$ cat config.mk
export PLATFORM = sky130hd
export DESIGN_NAME = tdcm_sync_cell
export DESIGN_NICKNAME = d
export VERILOG_FILES = /design/src/rtl/tdcm_sync_cell.sv
export SDC_FILE = /design/constraint.sdc
export NUM_CORES = 1
export LEC_CHECK = 0
export ABC_CLOCK_PERIOD_IN_PS = 1700
export BUFFER_PORTS_ARGS = -buffer_cell sky130_fd_sc_hd__buf_4
export CORE_MARGIN = 10
export CORE_UTILIZATION = 39
export DETAILED_ROUTE_END_ITERATION = 10
export GPL_ROUTABILITY_DRIVEN = 0
export GPL_TIMING_DRIVEN = 0
export PLACE_DENSITY = 0.8
export SYNTH_ARGS = -nofsm -noshare
export SYNTH_HDL_FRONTEND = slang
export SYNTH_SLANG_ARGS = --single-unit
$ cat constraint.sdc
create_clock -name clk_i -period 1.7 [get_ports clk_i]
set_input_delay 0.255 -clock clk_i [delete_from_list [all_inputs] [get_ports clk_i]]
set_output_delay 0.255 -clock clk_i [all_outputs]
set_load 0.005 [all_outputs]
$ cat src/rtl/tdcm_sync_cell.sv
// One sync cell: serial and nanoseconds of a stored sync record.
module tdcm_sync_cell (
  input  logic        clk_i,
  input  logic        load_i,
  input  logic        used_i,
  input  logic [31:0] serial_i,
  input  logic [29:0] ns_i,
  input  logic [31:0] key_serial_i,
  input  logic [29:0] ns_in_i,
  output logic [29:0] ns_o
);

  logic [31:0] serial_q;
  logic [29:0] ns_q;

  // last match wins: a matching cell overrides the value from below
  assign ns_o = (used_i && serial_q == key_serial_i) ? ns_q : ns_in_i;

  always_ff @(posedge clk_i) begin
    if (load_i) begin
      serial_q <= serial_i;
      ns_q     <= ns_i;
    end
  end

endmodule

==> flow_metrics.tcl <==
set metrics [dict create \
    status "complete, but fails checks" \
    violations "negative setup slack" \
    num_antenna_cells 0 \
    endpoint_kind "primary output" \
    max_freq_mhz 402 \
    ir_drop_v 0.000542 \
    synth_top_family_by_area "multiplexers" \
    powerDensity_mw_per_mm2 874 \
    critPathLaunchType "flip-flop" \
    synthAdderAreaFrac 0 \
    top_level_ports 157 \
    grt_setup_unrepaired "yes" \
    holdCritPathClass "in -> reg" \
    dieArea_mm2 0.0107 \
    final_common_cell "buf_4" \
    numCtsBuffers 9 \
    track_usage 0.127 \
    grt_antenna_before_repair 0 \
    yosys_warnings 0 \
    port_buffers 156 \
    muxShareOfSynthArea 0.167 \
    final_core_util 0.621 \
    synth_seq_cells 62 \
    cts_max_level 3 \
    fillers 530 \
    synthDistinctLibCells 13 \
    crit_type "reg -> out" \
    slew_headroom 0.486 \
    synth_compound_area_frac 0.00556 \
    worst_pin_slew_ps 771 \
    grt_pass1_vias 1982 \
    post-route-period-util 1.46 \
    overflow 0 \
    dr_total_vias 1790 \
    synth_area_leaders "edfxtp_1 (69%), mux2_4 (17%), xnor2_1 (8.8%)" \
    hpwl_mm 5.64 \
    path_max_fanout 10 \
    drt_iter0_drc 56 \
    arrival_ps 2230 \
    synth_simple_gate_area_share 0.0236 \
    synth_nets 267 \
    ys_seq_area_frac 0.690 \
    drtPass1Iterations 4 \
    route.detailed.drc 0 \
    cts.reportedPaths.clkPinSlew_ps 70 \
    grt_max_degree 63 \
    critPathRequiredTime_ps 1440 \
    period_minus_slack_ps 2480 \
    cts_tree "built" \
    nets 435 \
    synth_area_per_cell_um2 19.3 \
    die_width_um 103 \
    netlist_area_mm2 0.00270 \
    synth-xor-area-share 0.101 \
    start_util 0.400 \
    grt_pass1_wl_mm 9.98 \
    final_max_slew_viol_count 0 \
    yosysTopAreaCell "edfxtp_1" \
    setup_slack_ps -785 \
    whs_ps 103 \
    cts_sinks 62 \
    synthCells 140 \
    finalSetupViolations 30 \
    mostFrequentLayoutCells "buf_4 (157), edfxtp_1 (62), mux2_4 (30), xnor2_1 (27), clkbuf_8 (9)" \
    synth_top_area_share 0.690 \
    drive_gt1_frac 0.649 \
    die_y_um 103 \
    cts_buffer_depth 2 \
    coreArea_mm2 0.00676 \
    syn_to_final_growth_pct 55.5 \
    wl_per_cell_um 17.6 \
    routed_wl_mm 6.92 \
    rows 30 \
    cts_root_buf "clkbuf_8" \
    vias_per_cell 4.55 \
    hold_viol_final 0 \
    power_leakage_nw 1.87 \
    pre_cts_slack_ps -702 \
    maxCapViolations 0 \
    drtAntennaViolNets 0 \
]
-- per-stage QoR --
step	total power, mW	cells	TNS [ps]	instance area (um^2)
after floorplan	2.03	140	-3830	2700
final	3.67	393	-23300	4200
after CTS	3.72	393	-24960	4190
after global placement	2.35	376	-20760	3970
after detailed placement	2.37	376	-20860	3970
after global routing	3.85	393	-28960	4200
-- timing repair --
| action | in CTS | in global routing |
|---|---|---|
| endpoints found under the setup margin | 30 | 30 |
| cloned | 0 | 0 |
| setup buffers | 1 | 0 |
| resized for setup | 1 | 1 |
| endpoints found under the hold margin | 0 | 0 |
| hold buffers | 0 | 0 |
| pin swaps | 2 | 1 |
-- state kept, by name, summed over array words and instances (netlist names) --
register and flops:
ns_q 30, serial_q 32
-- cell usage after synthesis --
cell       number
nor3_1          1
o21ai_0         1
nand4_1         7
nor4_1          1
xnor2_1        27
mux2_4         30
buf_6           3
a2111oi_1       1
nor2_1          1
inv_1           1
nand3_1         1
edfxtp_1       62
xor2_1          4
-- worst paths after layout --
| check | cells after the start | startpoint | slack, ps | end |
|---|---|---|---|---|
| hold / removal | 1 | ns_i[23] | 100 | ns_q[23]$_DFFE_PP_ |
| setup / recovery | 8 | serial_q[7]$_DFFE_PP_ | -780 | ns_o[7] |
-- worst max-delay path, stage by stage (launching register included) --
cell      delay, ps
edfxtp_1        380
xnor2_1         150
nand4_1         170
nor4_4          300
nand4_1         120
buf_4           190
buf_6           160
mux2_4          300
buf_4           140
-- power by group --
part,switching (mW),internal (mW)
registers,0.0412,1.82
logic,0.137,0.332
clock network,0.530,0.809
total,0.708,2.96
-- layer usage --
layer | vias up | GRT usage | routed length (um)
li1 | 873 | - | -
met1 | 819 | 0.120 | 2290
met2 | 92 | 0.222 | 3780
met3 | 6 | 0.0684 | 763
met4 | 0 | 0.0578 | 83
met5 | - | 0 | 0
-- logic make-up after synthesis --
logic type	count (synthesis)
muxes	30
buffers and inverters	4
AOI/OAI and AO/OA	2
DFF	62
xor gates and xnor gates	31
and+or+nand+nor	11
-- final cells by class --
cell class	instances	area, um^2	share of cell area
sequential	62	1860	0.444
multi-input combinational	74	816	0.194
clock buffer	10	128	0.0304
clock inverter	6	76.3	0.0182
inverter	1	3.75	0.000894
timing repair buffer	157	1180	0.281
buffer	3	33.8	0.00805
tap	80	100	0.0238
No activity file was read; power rests on OpenSTA's default activity.
