### src/rtl/tdcm_pkg.sv
// Shared types and constants of the TDC hit time and channel mapper.
package tdcm_pkg;

  localparam logic [2:0] MODE_MAP  = 3'd0;
  localparam logic [2:0] MODE_REF  = 3'd1;
  localparam logic [2:0] MODE_SYNC = 3'd2;
  localparam logic [2:0] MODE_HIT  = 3'd3;
  localparam logic [2:0] MODE_END  = 3'd4;

  typedef struct packed {
    logic [31:0] serial;
    logic [4:0]  slot;
    logic [6:0]  channel;
    logic [1:0]  plane;
    logic [7:0]  strip;
    logic [7:0]  side;
  } map_entry_t;

  typedef struct packed {
    logic        used;
    logic        lead_vld;
    logic        trail_vld;
    map_entry_t  entry;
    logic [47:0] lead_time;
    logic [47:0] trail_time;
  } map_cell_t;

  typedef struct packed {
    logic        load;
    logic        shift;
    logic        wr;
    logic        wr_lead;
    logic [47:0] wr_time;
  } cell_ctrl_t;

endpackage

### src/rtl/tdcm_map_cell.sv
// One map cell: a channel map entry with its leading and trailing hit store.
module tdcm_map_cell (
  input  logic                  clk_i,
  input  logic                  rst_ni,
  input  tdcm_pkg::cell_ctrl_t  ctrl_i,
  input  logic                  sel_i,
  input  tdcm_pkg::map_entry_t  entry_i,
  input  tdcm_pkg::map_cell_t   shift_data_i,
  input  logic [31:0]           key_serial_i,
  input  logic [4:0]            key_slot_i,
  input  logic [6:0]            key_channel_i,
  output logic                  match_o,
  output tdcm_pkg::map_cell_t   data_o
);

  tdcm_pkg::map_cell_t cell_q, cell_d;

  assign match_o = cell_q.used && cell_q.entry.serial == key_serial_i &&
                   cell_q.entry.slot == key_slot_i && cell_q.entry.channel == key_channel_i;
  assign data_o  = cell_q;

  always_comb begin
    cell_d = cell_q;
    if (ctrl_i.shift) begin
      cell_d = shift_data_i;
    end else if (ctrl_i.load && sel_i) begin
      cell_d.used      = 1'b1;
      cell_d.lead_vld  = 1'b0;
      cell_d.trail_vld = 1'b0;
      cell_d.entry     = entry_i;
    end else if (ctrl_i.wr && sel_i) begin
      if (ctrl_i.wr_lead) begin
        cell_d.lead_vld  = 1'b1;
        cell_d.lead_time = ctrl_i.wr_time;
      end else begin
        cell_d.trail_vld  = 1'b1;
        cell_d.trail_time = ctrl_i.wr_time;
      end
    end
  end

  always_ff @(posedge clk_i or negedge rst_ni) begin
    if (!rst_ni) begin
      cell_q <= '0;
    end else begin
      cell_q <= cell_d;
    end
  end

endmodule

### config.mk
export PLATFORM = sky130hd
export DESIGN_NAME = tdcm_map_cell
export DESIGN_NICKNAME = d
export VERILOG_FILES = /design/src/rtl/tdcm_pkg.sv /design/src/rtl/tdcm_map_cell.sv
export SDC_FILE = /design/constraint.sdc
export NUM_CORES = 1
export LEC_CHECK = 0
export ABC_AREA = 1
export BUFFER_PORTS_ARGS = -buffer_cell sky130_fd_sc_hd__clkbuf_2
export CAP_MARGIN = 5
export CORE_ASPECT_RATIO = 0.5
export CORE_UTILIZATION = 25
export DETAILED_ROUTE_END_ITERATION = 16
export MAX_ROUTING_LAYER = met4
export SETUP_SLACK_MARGIN = 0.1
export SLEW_MARGIN = 30
export SYNTH_ARGS = -nofsm -noshare
export SYNTH_HDL_FRONTEND = slang
export SYNTH_SLANG_ARGS = --single-unit
### constraint.sdc
create_clock -name clk_i -period 2 [get_ports clk_i]
set_input_delay 0.1 -clock clk_i [delete_from_list [all_inputs] [get_ports clk_i]]
set_output_delay 0.1 -clock clk_i [all_outputs]
set_load 0.1 [all_outputs]
==> results of run 1 <==
==> cell families after synthesis <==
logic type      count (synthesis)  synth area share (%)
xor+xnor                       16                  1.70
simple gates                  531                  25.1
buf+inv                       125                  7.89
flops                         161                  48.9
compound gates                173                  16.3
==> worst max-delay path by stage <==
stage	endpoint	slack [ns]	cells past startpoint
floorplan	match_o	0.16	8
finish	match_o	0.07	8
detailed placement	match_o	0.46	8
CTS	match_o	0.04	11
global route	match_o	-0.06	10
global placement	match_o	0.48	8
==> metrics by stage <==
stage	hold slack [ns]	area [um2]	TNS [ns]	utilization (%)	total power [W]
6_report	0.0202	14500	0	45.3	0.0126
5_1_grt	0.0292	14500	-0.0645	45.3	0.0131
4_1_cts	0.000445	14500	0	45.1	0.0126
3_5_place_dp	0.0431	11100	0	34.5	0.00879
3_3_place_gp	0.0446	11100	0	34.5	0.00877
2_1_floorplan	-0.196	8300	0	-	0.00762
==> worst register-to-register path: stages, from the launching register on <==
cell and delay [ns]:
dfrtp_2 0.48, buf_4 0.19, nor2_1 0.12, a31oi_1 0.05
dlygate4sd3_1 0.58
==> final cells by class <==
| cell class | count | area [um2] |
|---|---|---|
| Inverter | 62 | 235 |
| Timing Repair Buffer | 784 | 5510 |
| Clock inverter | 14 | 106 |
| Clock buffer | 18 | 429 |
| Tap cell | 432 | 541 |
| Antenna cell | 3 | 7.51 |
| Sequential cell | 161 | 4090 |
| Multi-Input combinational cell | 720 | 3600 |
| Fill cell | 3147 | 17500 |
==> timing repair <==
action	CTS	global route
cloned	0	0
pin swaps	4	2
resized for setup	4	4
hold buffers	282	0
endpoints found under the setup margin	1	1
endpoints found under the hold margin	294	0
setup buffers	2	4
==> power groups by stage <==
stage                     combinational, W  clock (W)  sequential, W
final                              0.00550    0.00314        0.00395
after global routing               0.00575    0.00334        0.00400
after CTS                          0.00546    0.00320        0.00394
after detailed placement           0.00479          0        0.00400
after global placement             0.00477          0        0.00400
after floorplan                   0.000895          0        0.00672
==> routing by layer <==
layer	vias to the layer above	GRT usage [%]	part of all wire, %	wire (um)
li1	4774	-	-	-
met1	4926	25.7	40	15000
met2	281	37.0	52	19300
met3	97	4.49	4.6	1730
met4	0	10.4	3.4	1270
met5	-	-	0	0
==> cell usage in the layout (no fill, tap or decap), types with 2 or more instances in the layout <==
master,n
buf_4,12
clkbuf_2,480
a31oi_1,81
inv_2,2
nor2_1,124
o22ai_1,2
dfrtp_1,116
dlygate4sd3_1,282
dfrtp_2,45
o21ai_4,2
xnor2_2,3
clkbuf_16,17
o21ai_0,8
inv_6,5
clkinv_2,3
xnor2_1,10
clkinvlp_4,4
xor2_1,3
inv_1,59
o21a_1,48
clkinv_4,2
nor2_2,4
nand4_1,4
nand2_1,345
buf_12,9
diode_2,3
nand3_1,51
a31oi_2,30
==> metrics.sh, run 1 <==
SYNTHDISTINCTLIBCELLS=25
FIN_NETS=2068
HOLD_VIOL=0
NUM_VIAS=10100
IOPINCOUNT=484
TIMING_MAX_TRANSITION_VIOLATIONS_FINAL=0
SYNTH_AREA_LEADERS='dfrtp_1 (49%), nand2_1 (16%), a31oi_1 (6.2%)'
CTS.SINK_COUNT=161
POWER.DENSITY_nW_PER_UM2=868
SYNTH_FF_TYPE='dfrtp_1'
WORSTSETUPSTARTPOINTTYPE='flip-flop'
TIGHTESTPINTRANSITION_NS=0.785
GRT_OVERFLOW_TOTAL=0
FIRST_GLOBAL_VIAS=9803
POWER.SWITCHING_FRACTION_PCT=46.6
P_COMB_SHARE_PCT=43.7
DIE-WIDTH_UM=259
VDD.IR_DROP.WORST_mV=0.607
ANTENNA_FOUND_INITIAL=3
FINALWIRELENGTH_UM=37400
DETAILEDPLACE.WORSTSLACK_NS=0.459
LAYOUT_SETUP_WS_NS=0.0743
FINAL.MIN_CLOCK_PERIOD_NS=1.93
DRTANTENNAVIOLNETS=0
CELLLEAKAGEPOWER_nW=7.14
CP.ARRIVAL_NS=1.83
TIMING.SETUP.CRITICAL_PATH_CLASS='reg -> out'
CLK_PIN_SLEW_WORST_PATHS_NS=0.07
WORST_EP_REQUIRED_TIME_NS=1.90
FLOORPLAN.DIE_AREA_UM2=33700
VIASPERCELL=4.59
DP_CELLS=1871
PLACE_CONGESTION=0.932
CLOCKBUFFERDEPTH=2
ROWS=46
CLOCK-ROOT-BUFFER='clkbuf_16'
WORST_CLOCK_SKEW_NS=0
REG2REGPATHDEPTH=4
DRTITER0DRC=587
CTS_INSERTED_BUFFERS=17
WORST_SETUP_PATH_STARTPOINT='data_o[131]'
CRITPATHCAPTURETYPE='primary output'
PORT-BUFFER-COUNT=483
CRITICAL-PATH-TOP-DELAY-FAMILY='simple AND/OR/NAND/NOR gates'
START_UTIL_PCT=25.7
CLOCK_TREE_FROM_TRITONCTS='built'
CRITICAL_PATH.CELL_CHAIN='nand2_1 -> nand4_1 -> nor2_1 -> nand2_1 -> nor2_2 -> nand2_2 -> nor2_4 -> buf_12'
PLACE.DETAILED.HPWL_UM=25500
MAX_H_TREE_LEVEL=4
SYNTH_NETS=1328
WORSTHOLDENDPOINT='data_o[47]'
FF2FF_SETUP_SLACK_NS=0.47
WIRE_LENGTH_OF_THE_FIRST_GLOBAL_ROUTING_PASS_UM=54900
SYNTH-WARNING-COUNT=0
YOSYS.AREA.TOP_TYPE_SHARE_PCT=48.9
LARGEST_REGISTER_FF_COUNT=161
FINAL_LAYOUT_SIZE_SUFFIX_GT1_SHARE_PCT=35.4
ACHIEVABLE-FREQUENCY_MHz=519
TIMING.MAX_SLEW.REL_SLACK_PCT=47.7
CRIT-REG2REG-LAUNCH='data_o[131]'
GRT_UTIL_ALL_LAYERS_PCT=22.1
SYNTH_TOP_AREA_CELL='dfrtp_1'
WORSTREG2REGEND='data_o[131]'
SYNTH_ENABLE_FLOP_CELLS=0
TIMING.CRITICAL_PATH.FANOUT_MAX=3
SYNTH-ASYNC-RESET-RATIO_PCT=100
WORST_PATH_LARGEST_CELL_DELAY_NS=0.48
GRT_SETUP_UNREPAIRED='yes'
STDCELL_COUNT=2194
CLKLATENCYLATEPIN_NS=0.43
CP_NUM_BUF_INV=1
CLOCK_POWER_SHARE_PCT=24.9
INTERNAL-POWER_W=0.00672
RESULT_OF_THE_RUN='finished clean'
SYNTH_COMMON_CELLS='nand2_1 (347), dfrtp_1 (161), nor2_1 (128)'
TIMING.CRITICAL_PATH.SLOWEST_STAGE_CELL='dfrtp_2'
POSTSYNTHCELLCOUNT=1006
COREAREA_UM2=32100
POWER_SWITCHING_W=0.00587
SYNTH.CELL_AREA_UM2=8230
SYNTH.FF_LATCH_COUNT=161
POST-SYNTH-TOP-COUNT-CELL='nand2_1'
FLOW.AREA_GROWTH_FROM_SYNTHESIS_PCT=76.3
LAYOUT_WORST_PATH_CYCLE_SHARE_PCT=96.3
POSTSYNTHAREAPERCELL_UM2=8.18
TIMING.HOLD.WORST.START='ctrl_i[47]'
POWER_FRAC_SEQ_PCT=31.4
WORSTHOLDPATHTYPE='in -> reg'
FIRST_PASS_ITERATION_COUNT_OF_THE_DETAILED_ROUTER=5
MOST_COMMON_CELL_ON_CRIT_PATH='nand2_1'
REMAINING_DRC_ERRORS=0
MAX_CAP_VIOL_COUNT=0
WORSTHOLDPATHCELLS=4
CHIPHEIGHT_UM=130
MAXIMUM_NUMBER_OF_PINS_ON_ONE_NET_BEFORE_GLOBAL_ROUTE_REPAIR=161
SEQ_AREA_FRAC_SYNTH_PCT=48.9
FINAL-SETUP-VIOL-COUNT=0
ROUTE.DETAILED.WL_PER_INST_UM=17.0
(Power assumes the default switching activity.)
==> run 2: changes to the inputs <==
Settings changed: ABC_CLOCK_PERIOD_IN_PS set to 2090.
Clock period 2 ns to 2.09 ns, I/O delays scaled along.
==> run 2 against run 1 <==
Net effect:
- cell count is 0.87% lower
- sequential power shrank 4%
- sequential cell count stayed put
- critical endpoint unchanged
- clock power shrank 4%
- clock-buffer cell count rose by 2
- power down 4.8%
- via count shrank 1.7%
- critical path type unchanged
- sequential share of layout area is 0.30 points higher
- first-iteration DRC count is 14% higher
- critical path depth did not move
- utilization decreased by 0.49 points
==> metrics.sh, run 2 (synthesis results as in run 1) <==
RESULT_OF_THE_RUN='finished clean'
VDD.IR_DROP.WORST_mV=0.513  # -15%
FINAL.SETUP.TNS_NS=0  # unchanged
COREAREA_UM2=32100  # unchanged
CLOCK_TREE_FROM_TRITONCTS='built'
MAX_H_TREE_LEVEL=4  # unchanged
TIMING_MAX_TRANSITION_VIOLATIONS_FINAL=0  # unchanged
WORSTHOLDPATHCELLS=3  # -1
CP.ARRIVAL_NS=1.82  # about the same
GRT_OVERFLOW_TOTAL=0  # unchanged
HOLD-WORST-SLACK_NS=0.0170  # -0.00313 ns
FINAL_LAYOUT_SIZE_SUFFIX_GT1_SHARE_PCT=35.2  # -0.27 points
TIMING.SETUP.CRITICAL_PATH_CLASS='reg -> out'
PLACE.DETAILED.HPWL_UM=25500  # about the same
FINAL-SETUP-VIOL-COUNT=0  # unchanged
MULTIINPUTGATEAREA_UM2=3590  # -0.24%
LAYOUT.CELLS.MOST_COMMON='clkbuf_2'
TIGHTESTPINTRANSITION_NS=0.739  # -0.0462 ns
CRITPATHCAPTURETYPE='primary output'
FINALWIRELENGTH_UM=36200  # -3.1%
CTS_INSERTED_BUFFERS=17  # unchanged
WORSTHOLDENDPOINT='data_o[94]'
NUM_VIAS=9902  # -1.7%
REMAINING_DRC_ERRORS=0  # unchanged
CTS.SINK_COUNT=161  # unchanged
CRIT-REG2REG-LAUNCH='data_o[155]'
TIMING.CRITICAL_PATH.FANOUT_MAX=3  # unchanged
PLACE_CONGESTION=0.933  # about the same
ROWS=46  # unchanged
DRTANTENNAVIOLNETS=0  # unchanged
WIRE_LENGTH_OF_THE_FIRST_GLOBAL_ROUTING_PASS_UM=53500  # -2.5%
WORST_EP_REQUIRED_TIME_NS=1.99  # +0.09 ns
ACHIEVABLE-FREQUENCY_MHz=519
FLOW.AREA_GROWTH_FROM_SYNTHESIS_PCT=74.4
CHIPHEIGHT_UM=130  # unchanged
CLK_PIN_SLEW_WORST_PATHS_NS=0.06  # about the same
WORSTREG2REGEND='data_o[155]'
HOLD_VIOL=0  # unchanged
CP_NUM_BUF_INV=1  # unchanged
POWER.DENSITY_nW_PER_UM2=836  # -3.7%
CLOCKBUFFERDEPTH=2  # unchanged
GRT_UTIL_ALL_LAYERS_PCT=21.5  # -0.62 points
WORST_CLOCK_SKEW_NS=0  # unchanged
MAX_CAP_VIOL_COUNT=0  # unchanged
CLOCK-ROOT-BUFFER='clkbuf_16'
WORSTHOLDPATHTYPE='in -> reg'
FF2FF_SETUP_SLACK_NS=0.66  # +0.19 ns
IOPINCOUNT=484  # unchanged
FIRST_PASS_ITERATION_COUNT_OF_THE_DETAILED_ROUTER=5  # unchanged
CRITICAL_PATH.CELL_CHAIN='xnor2_1 -> nand2_1 -> nor2_1 -> nand2_1 -> nor2_1 -> nand2_2 -> nor2_4 -> buf_12'
FIRST_GLOBAL_VIAS=9731  # -0.73%
CELLLEAKAGEPOWER_nW=7.08  # -0.78%
FLOORPLAN.DIE_AREA_UM2=33700  # unchanged
VIASPERCELL=4.55  # -0.89%
ANTENNA_FOUND_INITIAL=1  # -2
WORSTSETUPSTARTPOINTTYPE='flip-flop'
FILLERINSTANCES=3129  # -0.57%
PLACE_AREA_UM2=11100  # +0.24%
WORST_PATH_LARGEST_CELL_DELAY_NS=0.43  # -0.05 ns
REGISTER_AREA_UM2=4080  # about the same
CLKLATENCYLATEPIN_NS=0.43  # about the same
FINAL_CELL_MIX='clkbuf_2 (480), nand2_1 (345), dlygate4sd3_1 (268)'
FINAL.MIN_CLOCK_PERIOD_NS=1.93
PORT-BUFFER-COUNT=483  # unchanged
FIN_TOTAL_PWR_W=0.0120  # -4.8%
MAXIMUM_NUMBER_OF_PINS_ON_ONE_NET_BEFORE_GLOBAL_ROUTE_REPAIR=161  # unchanged
POSTLAYOUTCOREUTIL_PCT=44.8  # -0.49 points
DESIGN_AREA_UM2=14400  # -1.1%
LAYOUT_WORST_PATH_CYCLE_SHARE_PCT=92.2
GRT_SETUP_UNREPAIRED='yes'
DRTITER0DRC=669  # +14%
START_UTIL_PCT=25.7  # unchanged
TIMING.HOLD.WORST.START='ctrl_i[46]'
FIN_NETS=2052  # -0.77%
DIE-WIDTH_UM=259  # unchanged
ROUTE.DETAILED.WL_PER_INST_UM=16.6  # -2.3%
CRITICAL-PATH-TOP-DELAY-FAMILY='simple AND/OR/NAND/NOR gates'
TIMING.CRITICAL_PATH.SLOWEST_STAGE_CELL='dfrtp_2'
REG2REGPATHDEPTH=4  # unchanged
LARGEST_REGISTER_FF_COUNT=161  # unchanged
TIMING.MAX_SLEW.REL_SLACK_PCT=50.7  # +3.1 points
## run 2: final cells by class
type / count / share of cell area, %
repair buffers: 768 / 37.4
flip-flops and latches: 161 / 28.4
multi-input cells: 720 / 25.0
well taps: 432 / 3.77
clock buffers: 20 / 3.11
inverters: 62 / 1.64
clock inverters: 10 / 0.610
diodes: 2 / 0.0349
## run 2: tightest hold or removal path: stages
cell      delay, ns
clkbuf_2       0.08
nand2_1        0.13
a31oi_2        0.10
## run 2: repair_timing
action | in CTS | in global routing
endpoints found under the hold margin | 195 | 0
pin swaps | 0 | 6
resized for setup | 3 | 3
setup buffers | 1 | 1
hold buffers | 268 | 0
setup endpoints to repair | 1 | 1
cloned | 0 | 0
## run 2: where the power goes
part           internal [W]  total (W)  switching, W
registers           0.00350    0.00378      0.000287
clock network       0.00165    0.00300       0.00135
logic               0.00137    0.00521       0.00384
## run 2: per-stage QoR
stage | instances | worst slack, ns
after CTS | 2172 | 0.0925
after global placement | 1873 | 0.390
final | 2175 | 0.164
after floorplan | 1006 | 0.105
after detailed placement | 1873 | 0.401
after global routing | 2174 | 0.0524
## run 2: worst max path at each step
stage | from | slack (ns) | endpoint | depth (start not counted)
after global placement | data_o[155] | 0.39 | match_o | 8
after global routing | data_o[142] | 0.05 | match_o | 10
after detailed placement | data_o[155] | 0.40 | match_o | 8
final | data_o[124] | 0.16 | match_o | 8
after floorplan | data_o[133] | 0.11 | match_o | 6
after CTS | data_o[155] | 0.09 | match_o | 8
## run 2: metal layers
metal / GRT usage [%] / vias up / part of all wire (%)
met3: 4.20 / 93 / 4.7
met5: - / - / 0
met1: 25.3 / 4740 / 41
met2: 35.6 / 339 / 50
li1: - / 4730 / -
met4: 10.0 / 0 / 3.8
==> run 3: changes to the inputs <==
Settings changed: MAX_ROUTING_LAYER met4 to unset.
==> run 3 against run 2 <==
Net effect:
- clock-buffer cell count unchanged
- hold slack improved by 0.0023 ns
- sequential cell count unchanged
- critical path depth unchanged
- combinational power about the same
- non-clock buffer count decreased by 4
- utilization increased by 0.30 points
- routed wire length increased by 1.9%
- register-to-register slack about the same
- critical path type unchanged
- critical endpoint unchanged
==> metrics.sh, run 3 (synthesis results as in run 1) <==
DIE-WIDTH_UM=259  # unchanged
HOLD_VIOL=0  # unchanged
ROWS=46  # unchanged
CHIPHEIGHT_UM=130  # unchanged
RESULT_OF_THE_RUN='finished clean'
ROUTE.DETAILED.WL_PER_INST_UM=17.0  # +2.0%
MAX_H_TREE_LEVEL=4  # unchanged
PLACE.DETAILED.HPWL_UM=25700  # +0.54%
FLOW.AREA_GROWTH_FROM_SYNTHESIS_PCT=75.6
TIMING.MAX_SLEW.REL_SLACK_PCT=50.2  # -0.56 points
CRITPATHCAPTURETYPE='primary output'
CRITICAL-PATH-TOP-DELAY-FAMILY='simple AND/OR/NAND/NOR gates'
WORST_PATH_LARGEST_CELL_DELAY_NS=0.43  # about the same
CRIT-REG2REG-LAUNCH='data_o[155]'
WORST_SETUP_PATH_STARTPOINT='data_o[121]'
FINAL_LAYOUT_SIZE_SUFFIX_GT1_SHARE_PCT=35.5  # +0.33 points
WORST_EP_REQUIRED_TIME_NS=1.99  # about the same
TIMING.HOLD.WORST.START='shift_data_i[15]'
TIGHTESTPINTRANSITION_NS=0.747  # +0.00840 ns
MAXIMUM_NUMBER_OF_PINS_ON_ONE_NET_BEFORE_GLOBAL_ROUTE_REPAIR=161  # unchanged
CTS.SINK_COUNT=161  # unchanged
FINAL-SETUP-VIOL-COUNT=0  # unchanged
LAYOUT_WORST_PATH_CYCLE_SHARE_PCT=92.9  # +0.69 points
FINAL.SETUP.TNS_NS=0  # unchanged
FIN_NETS=2048  # -0.19%
VIASPERCELL=4.60  # +1.1%
IOPINCOUNT=484  # unchanged
ACHIEVABLE-FREQUENCY_MHz=515  # -0.75%
TIMING.SETUP.CRITICAL_PATH_CLASS='reg -> out'
GRT_SETUP_UNREPAIRED='yes'
PLACE_AREA_UM2=11100  # -0.14%
TIMING.CRITICAL_PATH.FANOUT_MAX=4  # +1
FINAL.MIN_CLOCK_PERIOD_NS=1.94  # +0.0145 ns
VDD.IR_DROP.WORST_mV=0.546  # +6.4%
CLOCK_TREE_FROM_TRITONCTS='built'
CP.ARRIVAL_NS=1.84  # +0.02 ns
CP_NUM_BUF_INV=1  # unchanged
LAYOUT.CELLS.MOST_COMMON='clkbuf_2'
WORSTSETUPSTARTPOINTTYPE='flip-flop'
CLOCKBUFFERDEPTH=2  # unchanged
TIMING.CRITICAL_PATH.SLOWEST_STAGE_CELL='dfrtp_2'
DRTITER0DRC=792  # +18%
GRT_UTIL_ALL_LAYERS_PCT=20.9  # -0.53 points
FINAL_CELL_MIX='clkbuf_2 (480), nand2_1 (345), dlygate4sd3_1 (262)'
WORST_CLOCK_SKEW_NS=0  # unchanged
FINALWIRELENGTH_UM=36900  # +1.9%
FIRST_GLOBAL_VIAS=9809  # +0.80%
CLOCK-ROOT-BUFFER='clkbuf_16'
CLK_PIN_SLEW_WORST_PATHS_NS=0.06  # about the same
TIMING_MAX_TRANSITION_VIOLATIONS_FINAL=0  # unchanged
LARGEST_REGISTER_FF_COUNT=161  # unchanged
WORSTHOLDPATHCELLS=4  # +1
FIRST_PASS_ITERATION_COUNT_OF_THE_DETAILED_ROUTER=5  # unchanged
FLOORPLAN.DIE_AREA_UM2=33700  # unchanged
REG2REGPATHDEPTH=4  # unchanged
REMAINING_DRC_ERRORS=0  # unchanged
WORST-PATH-STAGES=8  # unchanged
NUM_VIAS=9996  # +0.95%
PLACE_CONGESTION=0.946  # +1.4%
CRITICAL_PATH.CELL_CHAIN='nand2_1 -> o21ai_0 -> nor2_1 -> nand3_1 -> nor2_1 -> nand2_2 -> nor2_4 -> buf_12'
MOST_COMMON_CELL_ON_CRIT_PATH='nor2_1'
ANTENNA_FOUND_INITIAL=1  # unchanged
DESIGN_AREA_UM2=14500  # +0.68%
FIN_TOTAL_PWR_W=0.0127  # +6.0%
POSTLAYOUTCOREUTIL_PCT=45.1  # +0.30 points
WORSTHOLDPATHTYPE='in -> reg'
GRT_OVERFLOW_TOTAL=0  # unchanged
WIRE_LENGTH_OF_THE_FIRST_GLOBAL_ROUTING_PASS_UM=53900  # +0.79%
DRTANTENNAVIOLNETS=0  # unchanged
CTS_INSERTED_BUFFERS=17  # unchanged
START_UTIL_PCT=25.7  # unchanged
CELLLEAKAGEPOWER_nW=7.13  # +0.75%
COREAREA_UM2=32100  # unchanged
CLKLATENCYLATEPIN_NS=0.43  # about the same
MAX_CAP_VIOL_COUNT=0  # unchanged
PORT-BUFFER-COUNT=483  # unchanged
POWER.DENSITY_nW_PER_UM2=879  # +5.2%
[run 3: cell count changes in the layout (fill, tap and decap cells not counted), sizes merged]
cell         change
dlygate4sd3      -6
buf              +2
clkinv           -2
bufinv           +5
diode            -1
clkinvlp         -1
[run 3: power by group]
group	switching, W	internal [W]
logic	0.00386	0.00137
clock network	0.00141	0.00229
registers	0.000288	0.00349
total	0.00556	0.00715
[run 3: cell type report]
type	count	area [um2]
Clock buffer	20	447
Fill cell	3115	17600
Antenna cell	1	2.50
Timing Repair Buffer	764	5320
Sequential cell	161	4080
Clock inverter	12	230
Inverter	62	235
Multi-Input combinational cell	720	3590
Tap cell	432	541
[run 3: per-layer routing]
metal  GRT usage (%)  vias up  share of wire [%]
met5               0        -                  0
met4            12.0        0                4.7
met3            4.10      119                5.5
met2            35.7      404                 51
met1            25.0     4755                 39
li1                -     4718                  -
[run 3: final timing paths]
path                                    end  slack (ns)
worst min register to register   data_o[25]        0.49
min in group asynchronous        data_o[97]        0.17
worst max register to register  data_o[155]        0.66
worst min-delay path             data_o[15]        0.02
max in group asynchronous       data_o[152]        1.23
worst max-delay path                match_o        0.15
[run 3: through the flow]
| step | hold slack [ns] | worst slack [ns] | std cells |
|---|---|---|---|
| detailed placement | 0.0791 | 0.446 | 1871 |
| CTS | 0.0000733 | 0.103 | 2166 |
| global route | 0.0214 | 0.0446 | 2172 |
| global placement | 0.0841 | 0.440 | 1871 |
| floorplan | -0.191 | 0.105 | 1006 |
| finish | 0.0193 | 0.149 | 2172 |
[run 3: timing repair]
action                     CTS  global route
gates cloned                 0             0
resized for setup            2             3
setup buffers                1             5
pin swaps                    0             5
hold endpoints to repair   193             0
setup endpoints to repair    1             1
hold buffers               262             0
[run 3: tightest hold or removal path, stage by stage]
cell      delay (ns)
clkbuf_2        0.08
nand2_1         0.05
nand3_1         0.08
o21a_1          0.11
